===== config.mk =====
export PLATFORM = sky130hd
export DESIGN_NAME = slope_sign_extrema_detector
export DESIGN_NICKNAME = d
export VERILOG_FILES = /design/src/rtl/core/ssed_pkg.sv /design/src/rtl/core/slope_sign_extrema_detector.sv
export SDC_FILE = /design/constraint.sdc
export NUM_CORES = 1
export LEC_CHECK = 0
export ABC_AREA = 1
export BUFFER_PORTS_ARGS = -buffer_cell sky130_fd_sc_hd__buf_2
export CAP_MARGIN = 20
export CORE_MARGIN = 2
export CORE_UTILIZATION = 41
export CTS_BUF_LIST = sky130_fd_sc_hd__clkbuf_8
export CTS_CLUSTER_SIZE = 40
export DETAILED_ROUTE_END_ITERATION = 12
export GPL_ROUTABILITY_DRIVEN = 1
export PLACE_DENSITY_LB_ADDON = 0.25
export SLEW_MARGIN = 30
export SYNTH_ARGS = -nofsm -noshare
export SYNTH_HDL_FRONTEND = slang
export SYNTH_SLANG_ARGS = --single-unit

===== constraint.sdc =====
create_clock -name clk_i -period 10.55 [get_ports clk_i]
set_clock_uncertainty 0.05 [all_clocks]
set_input_delay 1.055 -clock clk_i [delete_from_list [all_inputs] [get_ports clk_i]]
set_output_delay 1.055 -clock clk_i [all_outputs]
set_load 0.01 [all_outputs]

===== src/rtl/core/ssed_pkg.sv =====
// Package for the slope-sign extrema detector: widths, result kind codes,
// slope codes, the job slot type and the mirrored endpoint value function.
// No dependencies.
`default_nettype none

package ssed_pkg;

  localparam int SAMPLE_BITS = 16;
  localparam int TIME_BITS   = 32;
  localparam int FRAC_BITS   = 16;
  localparam int CFG_BITS    = 32;
  localparam int ADDR_BITS   = 3;
  localparam int SLOTS       = 4;
  localparam int CNT_BITS    = $clog2(SLOTS + 1);
  localparam int IDX_BITS    = $clog2(SLOTS);

  localparam int PROD_BITS = SAMPLE_BITS + FRAC_BITS + 3;
  localparam int Q_BITS    = PROD_BITS - FRAC_BITS;

  localparam logic [FRAC_BITS+1:0] FRAC_ONE = (FRAC_BITS + 2)'(1) << FRAC_BITS;
  localparam logic signed [PROD_BITS-1:0] ROUND_HALF =
    PROD_BITS'(1) << (FRAC_BITS - 1);
  localparam logic signed [Q_BITS-1:0] Q_SAT_HI =
    (Q_BITS'(1) << (SAMPLE_BITS - 1)) - Q_BITS'(1);
  localparam logic signed [Q_BITS-1:0] Q_SAT_LO = ~Q_SAT_HI;

  localparam logic KIND_MAX = 1'b0;
  localparam logic KIND_MIN = 1'b1;

  localparam logic [1:0] SLOPE_ZERO = 2'b00;
  localparam logic [1:0] SLOPE_UP   = 2'b01;
  localparam logic [1:0] SLOPE_DOWN = 2'b10;

  localparam logic [ADDR_BITS-1:0] ADDR_VARIATION = '0;

  typedef struct packed {
    logic kind;
    logic cur;     // 1: newest sample, 0: previous sample
    logic mirror;  // 1: mirrored partner value
  } slot_t;

  // e * (1 +/- f), round half up, saturate to the sample range
  function automatic logic signed [SAMPLE_BITS-1:0] mirror_value(
    input logic signed [SAMPLE_BITS-1:0] e,
    input logic        [FRAC_BITS-1:0]   f,
    input logic                          plus
  );
    logic        [FRAC_BITS+1:0] k;
    logic signed [PROD_BITS-1:0] prod;
    logic signed [PROD_BITS-1:0] rnd;
    logic signed [Q_BITS-1:0]    q;
    logic signed [SAMPLE_BITS-1:0] r;
    k = plus ? (FRAC_ONE + (FRAC_BITS + 2)'(f)) : (FRAC_ONE - (FRAC_BITS + 2)'(f));
    prod = PROD_BITS'(e) * PROD_BITS'($signed({1'b0, k}));
    rnd = prod + ROUND_HALF;
    q = rnd[PROD_BITS-1:FRAC_BITS];
    if (q > Q_SAT_HI) begin
      r = Q_SAT_HI[SAMPLE_BITS-1:0];
    end else if (q < Q_SAT_LO) begin
      r = Q_SAT_LO[SAMPLE_BITS-1:0];
    end else begin
      r = q[SAMPLE_BITS-1:0];
    end
    return r;
  endfunction

endpackage

`default_nettype wire


===== src/rtl/core/slope_sign_extrema_detector.sv =====
// Slope-sign extrema detector: local maxima/minima plus mirrored endpoint
// extrema of a timed sample stream. Single module; uses ssed_pkg.
//
//  channel   direction  handshake             payload
//  input     in         in_valid_i/in_stall_o sample_value_i, sample_time_i, final_sample_i
//  output    out        out_valid_o/out_stall_i extremum_kind_o/value_o/time_o, run_end_o
//  config    in         APB psel/penable      variation_fraction at byte addresses 0 to 3
//
// A sample is classified at its transfer and its results are queued in a job
// register (up to four slots); the output register takes one slot per cycle
// while the output is not stalled; the job register's drain sets the rate. A new
// sample is taken when no slot is queued or as the last queued slot is taken.
// Reset clears all control and record state; variation_fraction resets to 0.
// A stalled output holds the job register and then the input.
`default_nettype none

module slope_sign_extrema_detector
  import ssed_pkg::*;
(
  input  wire                          clk_i,
  input  wire                          rst_ni,
  input  wire                          psel,
  input  wire                          penable,
  input  wire                          pwrite,
  input  wire  [ADDR_BITS-1:0]         paddr,
  input  wire  [CFG_BITS-1:0]          pwdata,
  output logic [CFG_BITS-1:0]          prdata,
  output logic                         pready,
  input  wire                          in_valid_i,
  output logic                         in_stall_o,
  input  wire  signed [SAMPLE_BITS-1:0] sample_value_i,
  input  wire  [TIME_BITS-1:0]         sample_time_i,
  input  wire                          final_sample_i,
  output logic                         out_valid_o,
  input  wire                          out_stall_i,
  output logic                         extremum_kind_o,
  output logic signed [SAMPLE_BITS-1:0] extremum_value_o,
  output logic [TIME_BITS-1:0]         extremum_time_o,
  output logic                         run_end_o
);

  logic [FRAC_BITS-1:0] variation_q;

  logic signed [SAMPLE_BITS-1:0] prev_value_q;
  logic [TIME_BITS-1:0]          prev_time_q;
  logic [1:0]                    prev_slope_q;
  logic [1:0]                    seen_q;

  logic [CNT_BITS-1:0]           job_cnt_q, job_cnt_d;
  logic [IDX_BITS-1:0]           job_idx_q;
  slot_t                         job_slot_q [SLOTS];
  slot_t                         job_slot_d [SLOTS];
  logic signed [SAMPLE_BITS-1:0] job_pval_q, job_xval_q;
  logic [TIME_BITS-1:0]          job_ptime_q, job_xtime_q;

  logic                          out_valid_q;
  logic                          out_kind_q, out_run_end_q;
  logic signed [SAMPLE_BITS-1:0] out_value_q, out_value_d;
  logic [TIME_BITS-1:0]          out_time_q;

  logic in_xfer, load;
  logic gt, lt, slope_nz;
  logic [1:0] slope;
  logic prev_pos, x_pos;
  logic ep1, ep2, intr_max, intr_min, intr;
  logic ep1_max, ep2_max;
  slot_t head [2];
  slot_t tail [2];
  logic [IDX_BITS-1:0] head_n;
  logic [IDX_BITS-1:0] tail_n;
  logic [IDX_BITS-1:0] rel;
  slot_t cur_slot;
  logic signed [SAMPLE_BITS-1:0] cur_e, cur_mirror;

  // configuration port
  assign pready = 1'b1;
  assign prdata = (paddr[ADDR_BITS-1] == ADDR_VARIATION[ADDR_BITS-1]) ?
                  CFG_BITS'(variation_q) : '0;

  always_ff @(posedge clk_i or negedge rst_ni) begin
    if (!rst_ni) begin
      variation_q <= '0;
    end else if (psel && penable && pwrite && pready &&
                 paddr[ADDR_BITS-1] == ADDR_VARIATION[ADDR_BITS-1]) begin
      variation_q <= pwdata[FRAC_BITS-1:0];
    end
  end

  // classification of the incoming sample
  always_comb begin
    gt       = sample_value_i > prev_value_q;
    lt       = sample_value_i < prev_value_q;
    slope_nz = gt || lt;
    slope    = gt ? SLOPE_UP : (lt ? SLOPE_DOWN : SLOPE_ZERO);
    prev_pos = !prev_value_q[SAMPLE_BITS-1] && (prev_value_q != '0);
    x_pos    = !sample_value_i[SAMPLE_BITS-1] && (sample_value_i != '0);

    ep1      = (seen_q == 2'd1) && slope_nz && (prev_value_q != '0);
    ep1_max  = (gt == prev_pos);
    intr_max = (seen_q == 2'd2) && (prev_slope_q != SLOPE_DOWN) && lt;
    intr_min = (seen_q == 2'd2) && (prev_slope_q != SLOPE_UP) && gt;
    intr     = intr_max || intr_min;
    ep2      = (seen_q != 2'd0) && final_sample_i && slope_nz && (sample_value_i != '0);
    ep2_max  = (gt == x_pos);

    if (ep1) begin
      head[0] = '{kind: ep1_max ? KIND_MAX : KIND_MIN, cur: 1'b0, mirror: 1'b0};
      head[1] = '{kind: ep1_max ? KIND_MIN : KIND_MAX, cur: 1'b0, mirror: 1'b1};
      head_n  = IDX_BITS'(2);
    end else begin
      head[0] = '{kind: intr_max ? KIND_MAX : KIND_MIN, cur: 1'b0, mirror: 1'b0};
      head[1] = head[0];
      head_n  = intr ? IDX_BITS'(1) : IDX_BITS'(0);
    end
    tail[0] = '{kind: ep2_max ? KIND_MAX : KIND_MIN, cur: 1'b1, mirror: 1'b0};
    tail[1] = '{kind: ep2_max ? KIND_MIN : KIND_MAX, cur: 1'b1, mirror: 1'b1};
    tail_n  = ep2 ? IDX_BITS'(2) : IDX_BITS'(0);

    rel = '0;
    for (int i = 0; i < SLOTS; i++) begin
      rel = IDX_BITS'(i) - head_n;
      job_slot_d[i] = (IDX_BITS'(i) < head_n) ? head[i % 2] : tail[rel[0]];
    end
  end

  // slot drain into the output register
  always_comb begin
    cur_slot    = job_slot_q[job_idx_q];
    cur_e       = cur_slot.cur ? job_xval_q : job_pval_q;
    cur_mirror  = mirror_value(cur_e, variation_q, cur_slot.kind == KIND_MAX);
    out_value_d = cur_slot.mirror ? cur_mirror : cur_e;
  end

  assign load       = (job_cnt_q != '0) && (!out_valid_q || !out_stall_i);
  assign in_stall_o = (job_cnt_q != '0) && !(load && job_cnt_q == CNT_BITS'(1));
  assign in_xfer    = in_valid_i && !in_stall_o;

  always_comb begin
    job_cnt_d = job_cnt_q;
    if (in_xfer) begin
      job_cnt_d = CNT_BITS'(head_n) + CNT_BITS'(tail_n);
    end else if (load) begin
      job_cnt_d = job_cnt_q - CNT_BITS'(1);
    end
  end

  always_ff @(posedge clk_i or negedge rst_ni) begin
    if (!rst_ni) begin
      prev_value_q <= '0;
      prev_time_q  <= '0;
      prev_slope_q <= SLOPE_ZERO;
      seen_q       <= 2'd0;
      job_cnt_q    <= '0;
      job_idx_q    <= '0;
      out_valid_q  <= 1'b0;
    end else begin
      job_cnt_q <= job_cnt_d;
      if (in_xfer) begin
        job_idx_q <= '0;
        if (final_sample_i) begin
          prev_value_q <= '0;
          prev_time_q  <= '0;
          prev_slope_q <= SLOPE_ZERO;
          seen_q       <= 2'd0;
        end else begin
          prev_value_q <= sample_value_i;
          prev_time_q  <= sample_time_i;
          if (seen_q != 2'd0) begin
            prev_slope_q <= slope;
          end
          if (seen_q != 2'd2) begin
            seen_q <= seen_q + 2'd1;
          end
        end
      end else if (load) begin
        job_idx_q <= job_idx_q + IDX_BITS'(1);
      end
      if (load) begin
        out_valid_q <= 1'b1;
      end else if (!out_stall_i) begin
        out_valid_q <= 1'b0;
      end
    end
  end

  always_ff @(posedge clk_i) begin
    if (in_xfer) begin
      job_slot_q  <= job_slot_d;
      job_pval_q  <= prev_value_q;
      job_ptime_q <= prev_time_q;
      job_xval_q  <= sample_value_i;
      job_xtime_q <= sample_time_i;
    end
    if (load) begin
      out_kind_q    <= cur_slot.kind;
      out_value_q   <= out_value_d;
      out_time_q    <= cur_slot.cur ? job_xtime_q : job_ptime_q;
      out_run_end_q <= (job_cnt_q == CNT_BITS'(1));
    end
  end

  assign out_valid_o      = out_valid_q;
  assign extremum_kind_o  = out_kind_q;
  assign extremum_value_o = out_value_q;
  assign extremum_time_o  = out_time_q;
  assign run_end_o        = out_run_end_q;

  // checks
  a_job_bound: assert property (@(posedge clk_i) disable iff (!rst_ni)
    job_cnt_q <= CNT_BITS'(SLOTS))
    else $error("job slot count out of range");

  a_final_clears: assert property (@(posedge clk_i) disable iff (!rst_ni)
    in_xfer && final_sample_i |=> seen_q == 2'd0 && prev_slope_q == SLOPE_ZERO)
    else $error("record state not cleared after final sample");

  a_first_silent: assert property (@(posedge clk_i) disable iff (!rst_ni)
    in_xfer && seen_q == 2'd0 |=> job_cnt_q == '0)
    else $error("first sample of a record queued results");

  a_last_ends_run: assert property (@(posedge clk_i) disable iff (!rst_ni)
    load && job_cnt_q == CNT_BITS'(1) |=> out_valid_o && run_end_o)
    else $error("last slot of a job not marked as run end");

endmodule

`default_nettype wire

# Word level (Yosys, flattened, before mapping)
# Cells that the tools add are included.
dict set report totals {
  register_bits 232
}
dict set report classes {
  n_addsub 11
  mul 1
  magnitude_cmp 13
  n_eq_ne 9
  mux 49
  bitwise 6
  n_reduce_logical 36
}
# op n
set ops {}
lappend ops {{$mux 16} 6}
lappend ops {{$mux 32} 2}
lappend ops {{$mux 3} 20}
lappend ops {{$add 35x17->35 const B} 1}
lappend ops {{$mul 16x19->35} 1}
lappend ops {{$reduce_bool 16->1} 2}
lappend ops {{$mux 2} 10}
lappend ops {{$gt 19x16->1 const B} 1}
lappend ops {{$lt 19x16->1 const B} 1}
lappend ops {{$add 17x16->18 const A} 1}
lappend ops {{$logic_and 1x1->1} 18}
lappend ops {{$mux 18} 1}
lappend ops {{$sub 17x16->18 const A} 1}
lappend ops {{$gt 16x16->1} 1}
lappend ops {{$lt 16x16->1} 1}
lappend ops {{$ge 2x2->1 const B} 4}
lappend ops {{$mux 1} 8}
lappend ops {{$not 1->2} 4}
lappend ops {{$reduce_bool 2->1} 4}
lappend ops {{$bmux 3 s2} 1}
lappend ops {{$logic_not 1->1} 6}
lappend ops {{$mux 6} 1}
lappend ops {{$add 2x1->2 const B} 2}
lappend ops {{$lt 1x2->1 const A} 2}
lappend ops {{other kinds (16)} 26}

# Logic depth before layout (Yosys ltp)
dict set report depth {
  word_depth 12
  mapped_depth 42
  ltp_nobuf 40
}

# Worst setup path after synthesis
# Ideal clock, no wire load.
dict set report synth_timing {
  path_kind {register to register}
  start {reg variation_q[0]}
  end {reg out_value_q[5] (netlist: extremum_value_o[5]), data pin}
  arrival_ns 7.210
  t_required_ns 10.244
  slack_ns 3.034
  path_stages_with_launch 36
  path_buffers 2
  cell_sequence {dfrtp_1 inv_1 clkbuf_1 ha_1 inv_1 nor2_1 nand2_1 nor3_1 inv_1 nor2_1 nand2_1 nand2_1 xor2_1 clkinv_1 nand2_1 fa_1 inv_1 fa_1 fa_1 fa_1 fa_1 inv_1 fa_1 inv_1 ha_1 a21oi_1 o21ai_0 a21oi_1 o21ai_0 a21oi_1 nand3_1 nand2_1 nand4_1 nand2_2 buf_6 a21oi_2}
}
dict set report synth_between {
  elab_chain_len 8
  elab_cells_between_ends 10
  classes_between {3 x add/sub; 1 x mul; 2 x order compare; 4 x mux}
}
# item line
set synth_lines {}
lappend synth_lines {{start: declaration} slope_sign_extrema_detector.sv:42} ;# logic [FRAC_BITS-1:0] variation_q;
lappend synth_lines {{start signal: assignment} slope_sign_extrema_detector.sv:85} ;# variation_q <= pwdata[FRAC_BITS-1:0];
lappend synth_lines {{$add 17x16->18 / $sub 17x16->18 (equally long branches)} ssed_pkg.sv:53} ;# k = plus ? (FRAC_ONE + (FRAC_BITS + 2)'(f)) : (FRAC_ONE - (FRAC_BITS + 2)'(f));
lappend synth_lines {{$mux 18 *} ssed_pkg.sv:53}
lappend synth_lines {{$mul 16x19->35 *} ssed_pkg.sv:54} ;# prod = PROD_BITS'(e) * PROD_BITS'($signed({1'b0, k}));
lappend synth_lines {{$add 35x17->35 *} ssed_pkg.sv:55} ;# rnd = prod + ROUND_HALF;
lappend synth_lines {{$lt 19x16->1} ssed_pkg.sv:59} ;# end else if (q < Q_SAT_LO) begin
lappend synth_lines {{$mux 16} ssed_pkg.sv:59}
lappend synth_lines {{$mux 16 *} ssed_pkg.sv:57} ;# if (q > Q_SAT_HI) begin
lappend synth_lines {{$mux 16 *} slope_sign_extrema_detector.sv:131} ;# out_value_d = cur_slot.mirror ? cur_mirror : cur_e;
lappend synth_lines {{net out_value_d[5]} slope_sign_extrema_detector.sv:58} ;# logic signed [SAMPLE_BITS-1:0] out_value_q, out_value_d;
lappend synth_lines {{end signal: assignment} slope_sign_extrema_detector.sv:196} ;# out_value_q <= out_value_d;
lappend synth_lines {{end: declaration} slope_sign_extrema_detector.sv:58}
# Mark *: on every way through the listed nets, which the timed path passes. The rest lies on a longest branch.
# A chain may end at the register's enable or synchronous reset.

# Final worst setup path
dict set report layout_timing {
  start {reg variation_q[0]}
  end {reg out_value_q[4] (netlist: extremum_value_o[4]), data pin}
}
# The elaborated chain is that of the path after synthesis.

==> summary.md <==
| Metric | Value |
|---|---|
| Hold bufs inserted after CTS | `0` |
| Mapped Cells | `2061` |
| FFs w/ async S/R, synth | `32.0%` |
| Vias in the first global route | `14779` |
| Avg Synthesized Cell Area | `around 9.3 sq um` |
| Setup crit end kind | `flip-flop` |
| Clock sink count | `231` |
| I/O Buffers | `140` |
| CP startpoint kind | `flip-flop` |
| CP max-delay cell | `fa_1` |
| Worst-case clock buffer depth | `3` |
| GP Congestion | `roughly 0.9` |
| CTS tree | `yes` |
| Synthesized flop and latch total | `231` |
| Initial Util | `around two fifths` |
| Synthesis-to-layout area growth | `11.4%` |
| Mapped Area | `19200 sq um` |
| WL/cell | `16.9 um` |
| Vias | `14052` |
| Fin crit period | `~9 ns` |
| Slew headroom | `between 40% and 50%` |
| Outcome | `finished clean` |
| Count of cell types in the netlist | `48` |
| Setup TNS | `0 ns` |
| Core ar. | `46400 sq um` |
| Worst Tran Pin Value | `around 0.89 ns` |
| Post-CTS resize count | `0` |
| Max H-tree Level | `2` |
| Critical Setup Path Class | `reg -> reg` |
| Post-synth top flop | `edfxtp_1` |
| Post-layout instance area | `21400 sq um` |
| First-pass GRT wire length | `79.0 mm` |
| Post-route clock period utilization | `86.2%` |
| Die span in x | `220 um` |
| Crit path launch | `variation_q[0]` |
| RSZ-0062 raised after global routing | `false` |
| Detail Placement HPWL | `between 30 and 40 mm` |
| Number of max-cap violations | `0` |
| DRC Markers | `0` |
| TritonRoute pass-1 iters | `5` |
| Final Setup Violations | `0` |
| Most common cell after layout, fill and taps aside | `inv_1` |
| Clock Latency Late Sink | `0.61 ns` |
| Largest net degree at the start of global routing | `83` |
| RR Startpoint | `variation_q[0]` |
| Final hold vios | `0` |
| EDFF count, synth | `157` |
| WL final | `48.3 mm` |
| Vias per std cell | `4.93` |
| Layout fillers | `4407` |
| Max-slew violation count | `0` |
| Postcts setup bufs | `0` |
| NumNets Final | `between 2000 and 3000` |
| Clock root buffer | `clkbuf_8` |
| Drt initial violations | `just under 900` |
| Arrival @ worst endpoint | `9.34 ns` |
| Sequential area share after synthesis | `34.2%` |
| Yosys Warn Count | `0` |
| Crit Path Max Fanout | `15` |
| CTS buffer count | `40` |
| CP most frequent cell | `fa_1` |
| Chip height | `about 220 um` |
| Critical Path RT | `approximately 11 ns` |
| ANT nets after route | `0` |
| Reg clk slew, reported paths | `0.06 ns` |
| Hold crit path type | `in -> async` |
| Placed instance area | `20600 sq um` |
| DIE AREA | `between 40000 and 50000 sq um` |
| Max stage delay on crit path | `0.60 ns` |
| Top Ports | `176` |
| Initial antenna violation count | `6` |
| Share of cells above drive strength 1 | `about an eighth` |
| GRT overflow | `0` |
| # rows | `79` |
| Commonest non-fill, non-tap cells in the layout | `410 x inv_1, 401 x nand2_1, 213 x nor2_1, 207 x fa_1, 157 x edfxtp_1` |
| GRT Util Overall | `21.1%` |
| Maximum clock rate | `roughly 0.11 GHz` |
path summary, 6_finish.rpt:
path | to | depth (start not counted) | slack (ns)
hold / removal | prev_value_q[12] | 1 | 0.34
max in group asynchronous | prev_time_q[0] | 2 | 9.04
setup reg to reg | extremum_value_o[4] | 31 | 1.45
setup / recovery | extremum_value_o[4] | 31 | 1.45
min in group clk_i | job_ptime_q[6] | 0 | 0.39
hold reg to reg | job_ptime_q[6] | 0 | 0.39
synthesized netlist by cell type (2+ instances only):
library cell,instances,area (sq um)
inv_1,402,1510
nand2_1,402,1510
nor2_1,213,800
fa_1,207,4140
edfxtp_1,157,4710
ha_1,149,1860
o21ai_0,87,435
a21oi_1,74,370
dfrtp_1,74,1850
clkbuf_1,49,184
nand3_1,49,245
mux2_2,32,360
xor2_1,23,201
buf_4,17,128
nand2_2,16,100
nor4_1,15,93.8
nor3_1,11,55.1
a21oi_2,10,87.6
nand4_1,10,62.6
o21ai_1,8,40.0
o21a_1,6,45.0
clkinv_1,5,18.8
xnor2_1,4,35.0
a211oi_1,3,22.5
inv_2,3,11.3
nand2_4,3,33.8
nand3b_1,3,22.5
o211ai_1,3,22.5
a21o_1,2,15.0
buf_1,2,7.51
buf_2,2,10.0
conb_1,2,7.51
nand3_2,2,20.0
or2_2,2,12.5
cell families after synthesis:
family	Yosys count	share of synthesized area (%)
adder cells (fa/ha/maj)	356	31.3
flip-flops	231	34.2
XOR/XNOR	27	1.23
buffers and inverters	482	9.90
AO/OA/AOI/OAI	201	5.76
multiplexers	32	1.88
other	2	0.0391
AND/OR/NAND/NOR	730	15.7
state kept, by name, indices dropped and copies added (netlist names), 3 cells and up:
signal and cells:
job_xval_q 16, extremum_time_o 32, prev_time_q 32, job_slot_q 11, job_ptime_q 32, prev_value_q 16, job_pval_q 16, job_cnt_q 3
extremum_value_o 16, variation_q 16, job_xtime_q 32
layout make-up:
| cell class | instances | area, sq um | area share [%] |
|---|---|---|---|
| flip-flops and latches | 231 | 6570 | 30.7 |
| clock buffers | 46 | 633 | 2.96 |
| diodes | 2 | 5.00 | 0.0234 |
| clock inverters | 27 | 180 | 0.843 |
| repair buffers | 163 | 876 | 4.10 |
| multi-input cells | 1365 | 10800 | 50.6 |
| inverters | 410 | 1540 | 7.22 |
| well taps | 607 | 759 | 3.55 |
per-stage QoR:
stage / worst slack (ns) / cells / util, % / hold slack (ns)
floorplan: 3.03 / 2078 / - / 0.375
global placement: 1.62 / 2775 / 44.3 / 0.380
detailed placement: 1.68 / 2776 / 44.3 / 0.382
CTS: 1.59 / 2849 / 46.1 / 0.303
global route: 0.949 / 2849 / 46.1 / 0.321
finish: 1.45 / 2851 / 46.1 / 0.336
critical path, delay by kind of cell (launching register included):
family                     cells  cell delay, ns
AOI/OAI and AO/OA              6            1.38
xor gates and xnor gates       1            0.56
adders and majority gates      7            3.30
buffers and inverters          5            0.73
DFF                            1            0.52
and+or+nand+nor               12            2.24
layer usage:
metal	global-route usage (%)	wire length, um	vias up
li1	-	-	6724
met1	26.8	19900	6857
met2	34.9	23000	368
met3	5.48	3640	97
met4	7.58	1700	6
met5	0	34	-
Power is not shown: default switching activity piles up to over one toggle a cycle in this logic, so the estimate is an artifact.
